`src/rtl/tcs_pkg.sv`:
```
`default_nettype none
package tcs_pkg;

    // Screen and texture geometry.
    localparam int SCREEN_HEIGHT     = 64;
    localparam int TEXELS_PER_COLUMN = 16;
    localparam int COLUMN_BYTES      = 4;

    // Texture store.
    localparam int STORE_DEPTH = 1024;
    localparam int ADDR_W      = $clog2(STORE_DEPTH);
    localparam int IDX_W       = ADDR_W + 2;

    // Row arithmetic is signed and wide enough for any wall height.
    localparam int ROW_W = 16;
    typedef logic signed [ROW_W-1:0] t_row;

    localparam t_row CENTER_ROW = t_row'(SCREEN_HEIGHT / 2);
    localparam t_row LAST_ROW   = t_row'(SCREEN_HEIGHT - 1);
    localparam t_row ROW_STEP   = t_row'(15);

    // Texel codes.
    localparam logic [1:0] TEXEL_CHECKER = 2'd0;
    localparam logic [1:0] TEXEL_LIT     = 2'd1;
    localparam logic [1:0] TEXEL_DARK    = 2'd2;
    localparam logic [1:0] TEXEL_INVERSE = 2'd3;

    // Operation codes of the func field.
    localparam logic FUNC_WRITE = 1'b0;
    localparam logic FUNC_DRAW  = 1'b1;

    typedef struct packed {
        logic              we;
        logic              re;
        logic [ADDR_W-1:0] addr;
        logic [7:0]        wdata;
    } t_mem_req;

endpackage
`default_nettype wire

```
`src/rtl/tcs_if.sv`:
```
`default_nettype none
interface tcs_in_if;
    logic        valid;
    logic        ready;
    logic        func;
    logic [6:0]  column_x;
    logic [14:0] wall_height;
    logic [3:0]  texel_column;
    logic [3:0]  texture_id;
    logic [9:0]  write_address;
    logic [7:0]  write_data;

    modport source (
        output valid, func, column_x, wall_height, texel_column, texture_id,
               write_address, write_data,
        input  ready
    );
    modport sink (
        input  valid, func, column_x, wall_height, texel_column, texture_id,
               write_address, write_data,
        output ready
    );
endinterface

interface tcs_out_if;
    logic       valid;
    logic       ready;
    logic [6:0] pixel_x;
    logic [5:0] pixel_y;
    logic       pixel_value;
    logic       last;

    modport source (
        output valid, pixel_x, pixel_y, pixel_value, last,
        input  ready
    );
    modport sink (
        input  valid, pixel_x, pixel_y, pixel_value, last,
        output ready
    );
endinterface
`default_nettype wire

```
`src/rtl/tcs_walker.sv`:
```
`default_nettype none
module tcs_walker (
    input  wire logic               i_clk,
    input  wire logic               i_rst_n,
    tcs_in_if.sink                  i_in,
    tcs_out_if.source               o_out,
    output tcs_pkg::t_mem_req       o_mem_req,
    input  wire logic [7:0]         i_mem_rdata
);
    import tcs_pkg::*;

    typedef enum logic [3:0] {
        S_IDLE  = 4'b0001,
        S_ROW   = 4'b0010,
        S_ADV   = 4'b0100,
        S_FETCH = 4'b1000
    } t_state;

    t_state            r_state, n_state;
    logic [6:0]        r_x, n_x;
    logic [14:0]       r_w, n_w;
    t_row              r_y, n_y;
    t_row              r_y2, n_y2;
    t_row              r_verr, n_verr;
    logic [IDX_W-1:0]  r_idx, n_idx;
    logic [ADDR_W-1:0] r_base, n_base;

    logic              r_out_valid, n_out_valid;
    logic [6:0]        r_out_x, n_out_x;
    logic [5:0]        r_out_y, n_out_y;
    logic              r_out_value, n_out_value;
    logic              r_out_last, n_out_last;

    t_row              half;
    t_row              step_verr;
    t_row              adv_verr;
    logic [1:0]        texel;
    logic              shade;
    logic              row_last;
    logic              out_free;

    assign half      = t_row'(i_in.wall_height[14:1]);
    assign step_verr = r_verr - ROW_STEP;
    assign adv_verr  = r_verr + t_row'(r_w);
    assign texel     = i_mem_rdata[{r_idx[1:0], 1'b0} +: 2];
    assign row_last  = (r_y == r_y2) || (r_y == LAST_ROW);
    assign out_free  = !r_out_valid || o_out.ready;

    always_comb begin
        unique case (texel)
            TEXEL_LIT:     shade = 1'b1;
            TEXEL_DARK:    shade = 1'b0;
            TEXEL_CHECKER: shade = r_x[0] ^ r_y[0];
            TEXEL_INVERSE: shade = !(r_x[0] & r_y[0]);
            default:       shade = 1'b0;
        endcase
    end

    always_comb begin
        n_state     = r_state;
        n_x         = r_x;
        n_w         = r_w;
        n_y         = r_y;
        n_y2        = r_y2;
        n_verr      = r_verr;
        n_idx       = r_idx;
        n_base      = r_base;
        n_out_valid = r_out_valid && !o_out.ready;
        n_out_x     = r_out_x;
        n_out_y     = r_out_y;
        n_out_value = r_out_value;
        n_out_last  = r_out_last;

        o_mem_req.we    = 1'b0;
        o_mem_req.re    = 1'b0;
        o_mem_req.addr  = r_base + r_idx[IDX_W-1:2];
        o_mem_req.wdata = i_in.write_data;

        unique case (r_state)
            S_IDLE: begin
                if (i_in.valid) begin
                    if (i_in.func == FUNC_WRITE) begin
                        o_mem_req.we   = 1'b1;
                        o_mem_req.addr = i_in.write_address;
                    end else begin
                        n_x     = i_in.column_x;
                        n_w     = i_in.wall_height;
                        n_y     = CENTER_ROW - half;
                        n_y2    = CENTER_ROW + half;
                        n_verr  = half;
                        n_idx   = '0;
                        n_base  = ADDR_W'(int'(i_in.texel_column) * COLUMN_BYTES
                                  + int'(i_in.texture_id) * COLUMN_BYTES
                                  * TEXELS_PER_COLUMN);
                        n_state = S_ROW;
                    end
                end
            end
            S_ROW: begin
                if (r_y >= 0) begin
                    o_mem_req.re = 1'b1;
                    n_state      = S_FETCH;
                end else begin
                    // Rows above the screen only move the walk along.
                    n_y     = r_y + t_row'(1);
                    n_verr  = step_verr;
                    n_state = (step_verr < 0) ? S_ADV : S_ROW;
                end
            end
            S_ADV: begin
                n_idx   = r_idx + IDX_W'(1);
                n_verr  = adv_verr;
                n_state = (adv_verr < 0) ? S_ADV : S_ROW;
            end
            S_FETCH: begin
                if (out_free) begin
                    n_out_valid = 1'b1;
                    n_out_x     = r_x;
                    n_out_y     = r_y[5:0];
                    n_out_value = shade;
                    n_out_last  = row_last;
                    if (row_last) begin
                        n_state = S_IDLE;
                    end else begin
                        n_y     = r_y + t_row'(1);
                        n_verr  = step_verr;
                        n_state = (step_verr < 0) ? S_ADV : S_ROW;
                    end
                end
            end
            default: n_state = S_IDLE;
        endcase
    end

    always_ff @(posedge i_clk) begin
        if (!i_rst_n) begin
            r_state     <= S_IDLE;
            r_out_valid <= 1'b0;
        end else begin
            r_state     <= n_state;
            r_out_valid <= n_out_valid;
        end
    end

    always_ff @(posedge i_clk) begin
        r_x         <= n_x;
        r_w         <= n_w;
        r_y         <= n_y;
        r_y2        <= n_y2;
        r_verr      <= n_verr;
        r_idx       <= n_idx;
        r_base      <= n_base;
        r_out_x     <= n_out_x;
        r_out_y     <= n_out_y;
        r_out_value <= n_out_value;
        r_out_last  <= n_out_last;
    end

    assign i_in.ready        = (r_state == S_IDLE);
    assign o_out.valid       = r_out_valid;
    assign o_out.pixel_x     = r_out_x;
    assign o_out.pixel_y     = r_out_y;
    assign o_out.pixel_value = r_out_value;
    assign o_out.last        = r_out_last;

`ifndef NO_ASSERTIONS
    a_fetch_after_read: assert property (@(posedge i_clk) disable iff (!i_rst_n)
        r_state == S_FETCH |-> $past(r_state) == S_ROW || $past(r_state) == S_FETCH)
        else $error("texel fetch without a preceding memory read");

    a_read_in_row: assert property (@(posedge i_clk) disable iff (!i_rst_n)
        o_mem_req.re |-> r_state == S_ROW && r_y >= 0)
        else $error("memory read outside a visible row");

    a_adv_negative: assert property (@(posedge i_clk) disable iff (!i_rst_n)
        r_state == S_ADV |-> r_verr < 0)
        else $error("texel advance with non-negative error");

    a_row_in_span: assert property (@(posedge i_clk) disable iff (!i_rst_n)
        r_state == S_ROW |-> r_y <= r_y2 && r_y <= LAST_ROW)
        else $error("row walk ran past the end of the column");
`endif

endmodule
`default_nettype wire

```
`src/flat_wrapper.sv`:
```
// flat-port wrapper written by rule: the top's interface ports become plain ports
module tcs_walker_flat import tcs_pkg::*;
  (i_clk, i_rst_n, o_mem_req, i_mem_rdata, i_in_valid, i_in_func, i_in_column_x, i_in_wall_height, i_in_texel_column, i_in_texture_id, i_in_write_address, i_in_write_data, i_in_ready, o_out_valid, o_out_pixel_x, o_out_pixel_y, o_out_pixel_value, o_out_last, o_out_ready);
  tcs_in_if i_in_i ();
  tcs_out_if o_out_i ();
  input  wire logic i_clk;
  input  wire logic i_rst_n;
  output tcs_pkg::t_mem_req o_mem_req;
  input  wire logic [7:0] i_mem_rdata;
  input wire logic [$bits(i_in_i.valid)-1:0] i_in_valid;
  input wire logic [$bits(i_in_i.func)-1:0] i_in_func;
  input wire logic [$bits(i_in_i.column_x)-1:0] i_in_column_x;
  input wire logic [$bits(i_in_i.wall_height)-1:0] i_in_wall_height;
  input wire logic [$bits(i_in_i.texel_column)-1:0] i_in_texel_column;
  input wire logic [$bits(i_in_i.texture_id)-1:0] i_in_texture_id;
  input wire logic [$bits(i_in_i.write_address)-1:0] i_in_write_address;
  input wire logic [$bits(i_in_i.write_data)-1:0] i_in_write_data;
  output wire logic [$bits(i_in_i.ready)-1:0] i_in_ready;
  output wire logic [$bits(o_out_i.valid)-1:0] o_out_valid;
  output wire logic [$bits(o_out_i.pixel_x)-1:0] o_out_pixel_x;
  output wire logic [$bits(o_out_i.pixel_y)-1:0] o_out_pixel_y;
  output wire logic [$bits(o_out_i.pixel_value)-1:0] o_out_pixel_value;
  output wire logic [$bits(o_out_i.last)-1:0] o_out_last;
  input wire logic [$bits(o_out_i.ready)-1:0] o_out_ready;
  assign i_in_i.valid = i_in_valid;
  assign i_in_i.func = i_in_func;
  assign i_in_i.column_x = i_in_column_x;
  assign i_in_i.wall_height = i_in_wall_height;
  assign i_in_i.texel_column = i_in_texel_column;
  assign i_in_i.texture_id = i_in_texture_id;
  assign i_in_i.write_address = i_in_write_address;
  assign i_in_i.write_data = i_in_write_data;
  assign i_in_ready = i_in_i.ready;
  assign o_out_valid = o_out_i.valid;
  assign o_out_pixel_x = o_out_i.pixel_x;
  assign o_out_pixel_y = o_out_i.pixel_y;
  assign o_out_pixel_value = o_out_i.pixel_value;
  assign o_out_last = o_out_i.last;
  assign o_out_i.ready = o_out_ready;
  tcs_walker u_core (.i_clk(i_clk), .i_rst_n(i_rst_n), .i_in(i_in_i), .o_out(o_out_i), .o_mem_req(o_mem_req), .i_mem_rdata(i_mem_rdata));
endmodule
```
`config.mk`:
```
export PLATFORM = sky130hd
export DESIGN_NAME = tcs_walker_flat
export DESIGN_NICKNAME = d
export VERILOG_FILES = /design/src/rtl/tcs_pkg.sv /design/src/rtl/tcs_if.sv /design/src/rtl/tcs_walker.sv /design/src/flat_wrapper.sv
export SDC_FILE = /design/constraint.sdc
export NUM_CORES = 1
export LEC_CHECK = 0
export BUFFER_PORTS_ARGS = -buffer_cell sky130_fd_sc_hd__buf_2
export CORE_UTILIZATION = 40
export DETAILED_ROUTE_END_ITERATION = 7
export SYNTH_ARGS = -nofsm -noshare
export SYNTH_HDL_FRONTEND = slang
export SYNTH_SLANG_ARGS = --single-unit
```
`constraint.sdc`:
```
create_clock -name i_clk -period 9.8 [get_ports i_clk]
set_input_delay 1.96 -clock i_clk [delete_from_list [all_inputs] [get_ports i_clk]]
set_output_delay 1.96 -clock i_clk [all_outputs]
set_load 0.05 [all_outputs]
```
==> flow_summary.ini, run 1 <==
[die]
core_box_area_um2 = 14750
die_area_um2 = 15850
initial_cell_density_of_the_core_pct = 41.61
io_pins = 98
chipHeight_um = 125.9
chipWidth_um = 125.9
fp-row-count = 44

[setup_path]
path_common_cell = sky130_fd_sc_hd__buf_2
r2r_setup_slack_ns = 6.80
cpLargestDelayFamily = buffers and inverters
worst_r2r_path_depth = 9
r2r_start = u_core.r_state[3]$_SDFFE_PN0P_
critical_path.n_buffers_inverters = 3
worst_setup_path_startpoint = i_in_func
startpoint_type = input port
cp_num_cells = 6
critical_path_class = input port to output pin
slowest_cell_delay_on_critical_path_ns = 0.47
timing.critical_path.required_ns = 7.84
critical_path.cell_chain = buf_2, nand3b_1, inv_1, nand2_1, o21ai_0, buf_2
cp_slowest_cell = sky130_fd_sc_hd__nand3b_1
crit-reg2reg-capture = u_core.r_verr[5]$_DFFE_PP_
crit_path_max_fanout = 16
worst_ep_arrival_time_ns = 3.32
crit_end_element = output pin

[finish]
layout.core_utilization_pct = 47.46
leading_cell_type_in_the_layout_fill_and_taps_excluded = sky130_fd_sc_hd__edfxtp_1
n_antenna_cell = 0
commonest_cells_after_routing_fill_and_taps_aside = 99 x sky130_fd_sc_hd__edfxtp_1, 81 x sky130_fd_sc_hd__buf_2, 51 x sky130_fd_sc_hd__nand2_1, 48 x sky130_fd_sc_hd__nor2_1, 45 x sky130_fd_sc_hd__xnor2_1
area_delta_synth_final_pct = 14.06
layout-drive-gt1-share_pct = 18.77
nets = 739

[synth]
synth-edff-count = 99
ys_ff_latch = 104
synthArstFlopShare_pct = 0
postSynthAreaPerCell_um2 = 10.77
post_syn_area_um2 = 6140
share_of_synthesized_area_occupied_by_flip_flops_and_latches_pct = 50.05
mappedNetlistNets = 664
yosysWarningCount = 0
synth_flop_cell = sky130_fd_sc_hd__edfxtp_1
synthesis.instances = 570
synth_cell_type_count = 56

[detailed_routing]
detailedRoute.firstIterationViolations = 324
post-route-drc-count = 0
wire_length_per_cell_um = 16.73
via_per_inst = 5.511
drtPass1Iterations = 5
number_of_nets_with_antenna_violations_after_routing = 0
routed_wl_um = 13950
num_vias = 4596

[clock_tree]
clock_insertion_delay_worst_skew_ns = 0.36
clock_tree_from_tritoncts = done
cts.repair_timing.setup_buffer_count = 0
cts.sinks = 104
cts_made_buffers = 9
clk_root_buffer_cell = sky130_fd_sc_hd__clkbuf_16
clock_path_buffers = 2
cts-htree-levels = 3
cts_repair_resize_count = 0
cts.hold.buffers_added = 0
worst_setup_hold_path_clk_slew_ns = 0.07

[sta]
grt_setup_unrepaired = no
timing.final.hold_violations = 0
final_max_slew_viol_count = 0
max_slew_margin_pct = 31.79
tns_ns = 0
clock_skew_ns = 0.008347
fmax_mhz = 189.5
hold-worst-slack_ns = 0.4209
worst_slew_pin_slew_ns = 1.021
setup_violations = 0
postLayoutSetupSlackWorst_ns = 4.524
post-route-period-util_pct = 53.84
period_needed_ns = 5.276

[place]
io_buffers = 81
post_place_setup_slack_ns = 4.467
hpwlAfterDp_um = 9990
gp_congestion = 0.8544

[power_and_ir_drop]
powerDensity_nw_per_um2 = 152.4
p_leak_uw = 0.002691
power.ir.vdd_worst_v = 0.0001023
fin_total_pwr_uw = 1067

[worst_hold_path]
min_to = u_core.o_out.pixel_x[1]$_DFFE_PP_
hp-start = u_core.r_x[1]$_DFFE_PP_
worstHoldPathCells = 0
hold_class = register to register

[grt]
grt_pass1_vias = 4477
grt-ovfl-total = 0
grt_use_total_pct = 18.23
grt_pass1_wl_um = 22630
grt_max_degree = 28
grt_antenna_before_repair = 0

[status]
status = finished clean

[run]
max_cap_viols = 0
stage by stage:
step | cell area [um2] | cells
6_report | 7003 | 834
5_1_grt | 7003 | 834
4_1_cts | 7003 | 834
3_5_place_dp | 6720 | 818
3_3_place_gp | 6720 | 818
2_1_floorplan | 6140 | 570
where the power goes:
part | internal (uW) | switching [uW]
clock network | 175 | 166
registers | 516 | 24.5
logic | 69.6 | 116
cell families after synthesis:
kind of cell               count (synthesis)  synth area share, %
muxes                                      3               0.8966
buffers and inverters                     45                3.261
adders and majority gates                 33                6.970
DFF                                      104                50.05
and+or+nand+nor                          186                15.00
AOI/OAI and AO/OA                        111                11.27
xor gates and xnor gates                  88                12.55
layer usage:
metal | track usage (%) | up-vias | share of wire (%)
met5 | 0 | - | 0
met4 | 4.465 | 0 | 0.87
met3 | 4.503 | 11 | 5.4
met2 | 29.09 | 129 | 46
met1 | 24.86 | 2236 | 47
li1 | - | 2220 | -
registers in the layout, indices dropped and copies added, names as in the netlist, 4 cells and up:
register	cells
u_core.o_out.pixel_y	6
u_core.r_state	4
u_core.r_verr	16
u_core.r_y	16
u_core.r_y2	10
u_core.o_out.pixel_x	7
u_core.r_x	7
u_core.r_idx	12
u_core.r_w	15
u_core.r_base	8
Yosys cell counts, drive strengths merged (5+ instances only):
library cell | instances | area share [%]
edfxtp | 99 | 48
nand2 | 51 | 3.1
nor2 | 48 | 2.9
xnor2 | 45 | 6.4
xor2 | 43 | 6.1
a21oi | 42 | 3.5
ha | 31 | 6.3
o21ai | 27 | 2.2
nand3 | 23 | 1.9
inv | 22 | 1.3
clkbuf | 13 | 0.79
and3 | 11 | 1.1
nor3 | 11 | 1.1
a22oi | 10 | 1.2
buf | 10 | 1.1
a21o | 7 | 0.86
nand4 | 7 | 0.71
nor4 | 7 | 0.82
dfxtp | 5 | 1.6
or4 | 5 | 0.67
final cells by class:
cell class	count	area (um2)
clock buffer	9	225.2
clock inverter	7	57.56
fill	1381	7751
inverter	22	82.58
multi-input combinational	421	2884
sequential	104	3073
tap	184	230.2
timing repair buffer	87	450.4
worst max path at each step:
| stage | slack (ns) | to |
|---|---|---|
| after detailed placement | 4.47 | o_mem_req[16] |
| final | 4.52 | o_mem_req[16] |
| after global placement | 4.62 | o_mem_req[16] |
| after CTS | 4.47 | o_mem_req[16] |
| after global routing | 4.36 | o_mem_req[16] |
| after floorplan | 4.21 | o_mem_req[16] |
Power figures use the tool's default switching activity.
==> inputs of run 2 (changes only) <==
Settings changed: ABC_AREA from default to 1.
Clock period 9.8 ns to 4.97 ns, I/O delays scaled along.
==> flow_summary.ini, run 2 <==
[status]
status = finished clean

[finish]
layout-drive-gt1-share_pct = 15.13
commonest_cells_after_routing_fill_and_taps_aside = 157 x sky130_fd_sc_hd__nand2_1, 100 x sky130_fd_sc_hd__inv_1, 99 x sky130_fd_sc_hd__edfxtp_1, 81 x sky130_fd_sc_hd__buf_2, 79 x sky130_fd_sc_hd__nor2_1
fillcell_total = 1582
nets = 948
n_antenna_cell = 0
layout.core_utilization_pct = 46.92
area_delta_synth_final_pct = 13.66
leading_cell_type_in_the_layout_fill_and_taps_excluded = sky130_fd_sc_hd__nand2_1
largest_registers = u_core.r_verr x16, u_core.r_y x16, u_core.r_w x15

[detailed_routing]
detailedRoute.firstIterationViolations = 363
post-route-drc-count = 0
via_per_inst = 4.981
drtPass1Iterations = 5
num_vias = 5355
number_of_nets_with_antenna_violations_after_routing = 0
routed_wl_um = 15100
wire_length_per_cell_um = 14.05

[grt]
grt_use_total_pct = 18.43
grt_pass1_wl_um = 24000
grt-ovfl-total = 0
grt_antenna_before_repair = 0
grt_max_degree = 33
grt_pass1_vias = 4829

[synth]
yosys.cell_count.top_type = sky130_fd_sc_hd__nand2_1
synthesis.instances = 776
share_of_synthesized_area_occupied_by_flip_flops_and_latches_pct = 46.52
post_syn_area_um2 = 6605
post-synth-top-area-cell = sky130_fd_sc_hd__edfxtp_1
synth.top_cell.area_share_pct = 45.01
postSynthAreaPerCell_um2 = 8.512
yosysWarningCount = 0
synthArstFlopShare_pct = 0
yosys-top-cells-count = 157 x sky130_fd_sc_hd__nand2_1, 100 x sky130_fd_sc_hd__inv_1, 99 x sky130_fd_sc_hd__edfxtp_1, 80 x sky130_fd_sc_hd__nor2_1, 65 x sky130_fd_sc_hd__nand3_1
mappedNetlistNets = 870
synth-edff-count = 99
synth_cell_type_count = 40
synth_flop_cell = sky130_fd_sc_hd__edfxtp_1
ys_ff_latch = 104
synth.top_cells.by_area = sky130_fd_sc_hd__edfxtp_1 45%, sky130_fd_sc_hd__nand2_1 8.9%, sky130_fd_sc_hd__ha_1 5.9%, sky130_fd_sc_hd__inv_1 5.7%, sky130_fd_sc_hd__nand3_1 4.9%

[sta]
period_needed_ns = 3.570
max_slew_margin_pct = 46.72
clock_skew_ns = 0.01320
fmax_mhz = 280.1
timing.final.hold_violations = 0
setup_violations = 0
tns_ns = 0
grt_setup_unrepaired = no
worst_slew_pin_slew_ns = 0.7991
final_max_slew_viol_count = 0
post-route-period-util_pct = 71.83

[clock_tree]
clock_tree_from_tritoncts = done
clock_path_buffers = 2
cts_repair_resize_count = 0
cts_made_buffers = 9
cts.repair_timing.setup_buffer_count = 0
clock_insertion_delay_worst_skew_ns = 0.36
worst_setup_hold_path_clk_slew_ns = 0.08
cts-htree-levels = 3
cts.sinks = 104
clk_root_buffer_cell = sky130_fd_sc_hd__clkbuf_16
cts.hold.buffers_added = 0

[die]
core_box_area_um2 = 16000
chipHeight_um = 130.5
initial_cell_density_of_the_core_pct = 41.28
chipWidth_um = 130.5
fp-row-count = 46
die_area_um2 = 17030
io_pins = 98

[setup_path]
worst_ep_arrival_time_ns = 2.58
crit_path_max_fanout = 4
critical_path_class = register to output pin
timing.critical_path.required_ns = 3.98
crit_end_element = output pin
startpoint_type = register

[place]
io_buffers = 81
gp_congestion = 0.8684
hpwlAfterDp_um = 11630

[run]
max_cap_viols = 0

[worst_hold_path]
hold_class = register to register

[power_and_ir_drop]
power.ir.vdd_worst_v = 0.0001676
powerDensity_nw_per_um2 = 369.0
p_leak_uw = 0.003222
[run 2: metrics by stage]
| step | power (uW) | setup slack, ns | hold WS, ns | area [um2] | cells |
|---|---|---|---|---|---|
| 4_1_cts | 2791 | 1.379 | 0.4239 | 7507 | 1075 |
| 6_report | 2770 | 1.400 | 0.4228 | 7507 | 1075 |
| 3_3_place_gp | 2022 | 1.839 | 0.4002 | 7189 | 1059 |
| 3_5_place_dp | 2025 | 1.782 | 0.4045 | 7189 | 1059 |
| 2_1_floorplan | 1818 | 1.279 | 0.4003 | 6605 | 776 |
| 5_1_grt | 2943 | 1.159 | 0.4297 | 7507 | 1075 |
[run 2: layout make-up]
type / count / area, um2 / area share, %
flip-flops and latches: 104 / 3073 / 40.93
repair buffers: 86 / 442.9 / 5.900
multi-input cells: 547 / 3005 / 40.03
inverters: 106 / 397.9 / 5.300
clock buffers: 9 / 225.2 / 3.000
clock inverters: 7 / 92.59 / 1.233
well taps: 216 / 270.3 / 3.600
[run 2: cell families (layout without fill, tap and decap cells)]
logic type      count (synthesis)  count (layout)  synth area share, %
simple gates                  349             349                23.75
compound gates                138             138                11.57
buf+inv                       125             208                8.089
flops                         104             104                46.52
fa+ha+maj                      33              33                6.478
xor+xnor                       27              27                3.580
[run 2: final timing paths]
path                                        from                                end  slack, ns  cells after the start
hold / removal           u_core.r_x[5]$_DFFE_PP_  u_core.o_out.pixel_x[5]$_DFFE_PP_       0.42                      0
hold reg to reg          u_core.r_x[5]$_DFFE_PP_  u_core.o_out.pixel_x[5]$_DFFE_PP_       0.42                      0
setup reg to reg  u_core.r_state[2]$_SDFFE_PN0P_        u_core.r_verr[14]$_DFFE_PP_       2.57                      5
setup / recovery   u_core.r_idx[4]$_SDFFCE_PN0P_                      o_mem_req[16]       1.40                     10
[run 2: where the power goes]
group / total [uW] / internal, uW / switching, uW
registers: 1200 / 1100 / 103
clock network: 762 / 406 / 357
logic: 804 / 255 / 550
[run 2: worst max-delay path, stage by stage, from the launching register on]
cell and delay [ns]:
sky130_fd_sc_hd__edfxtp_1 0.44, sky130_fd_sc_hd__ha_1 0.21, sky130_fd_sc_hd__inv_1 0.05, sky130_fd_sc_hd__fa_1 0.39, sky130_fd_sc_hd__o21ai_0 0.30, sky130_fd_sc_hd__a21oi_1 0.11
sky130_fd_sc_hd__nor2_1 0.11, sky130_fd_sc_hd__nor2_1 0.06, sky130_fd_sc_hd__xor2_1 0.13, sky130_fd_sc_hd__o21ai_0 0.13, sky130_fd_sc_hd__buf_2 0.28
[run 2: layer usage]
layer | vias to the layer above | GRT usage, % | wire length, um
met1 | 2406 | 24.83 | 7270
li1 | 2786 | - | -
met4 | 0 | 6.558 | 270
met5 | - | 0 | 0
met3 | 20 | 2.769 | 749
met2 | 143 | 30.16 | 6809
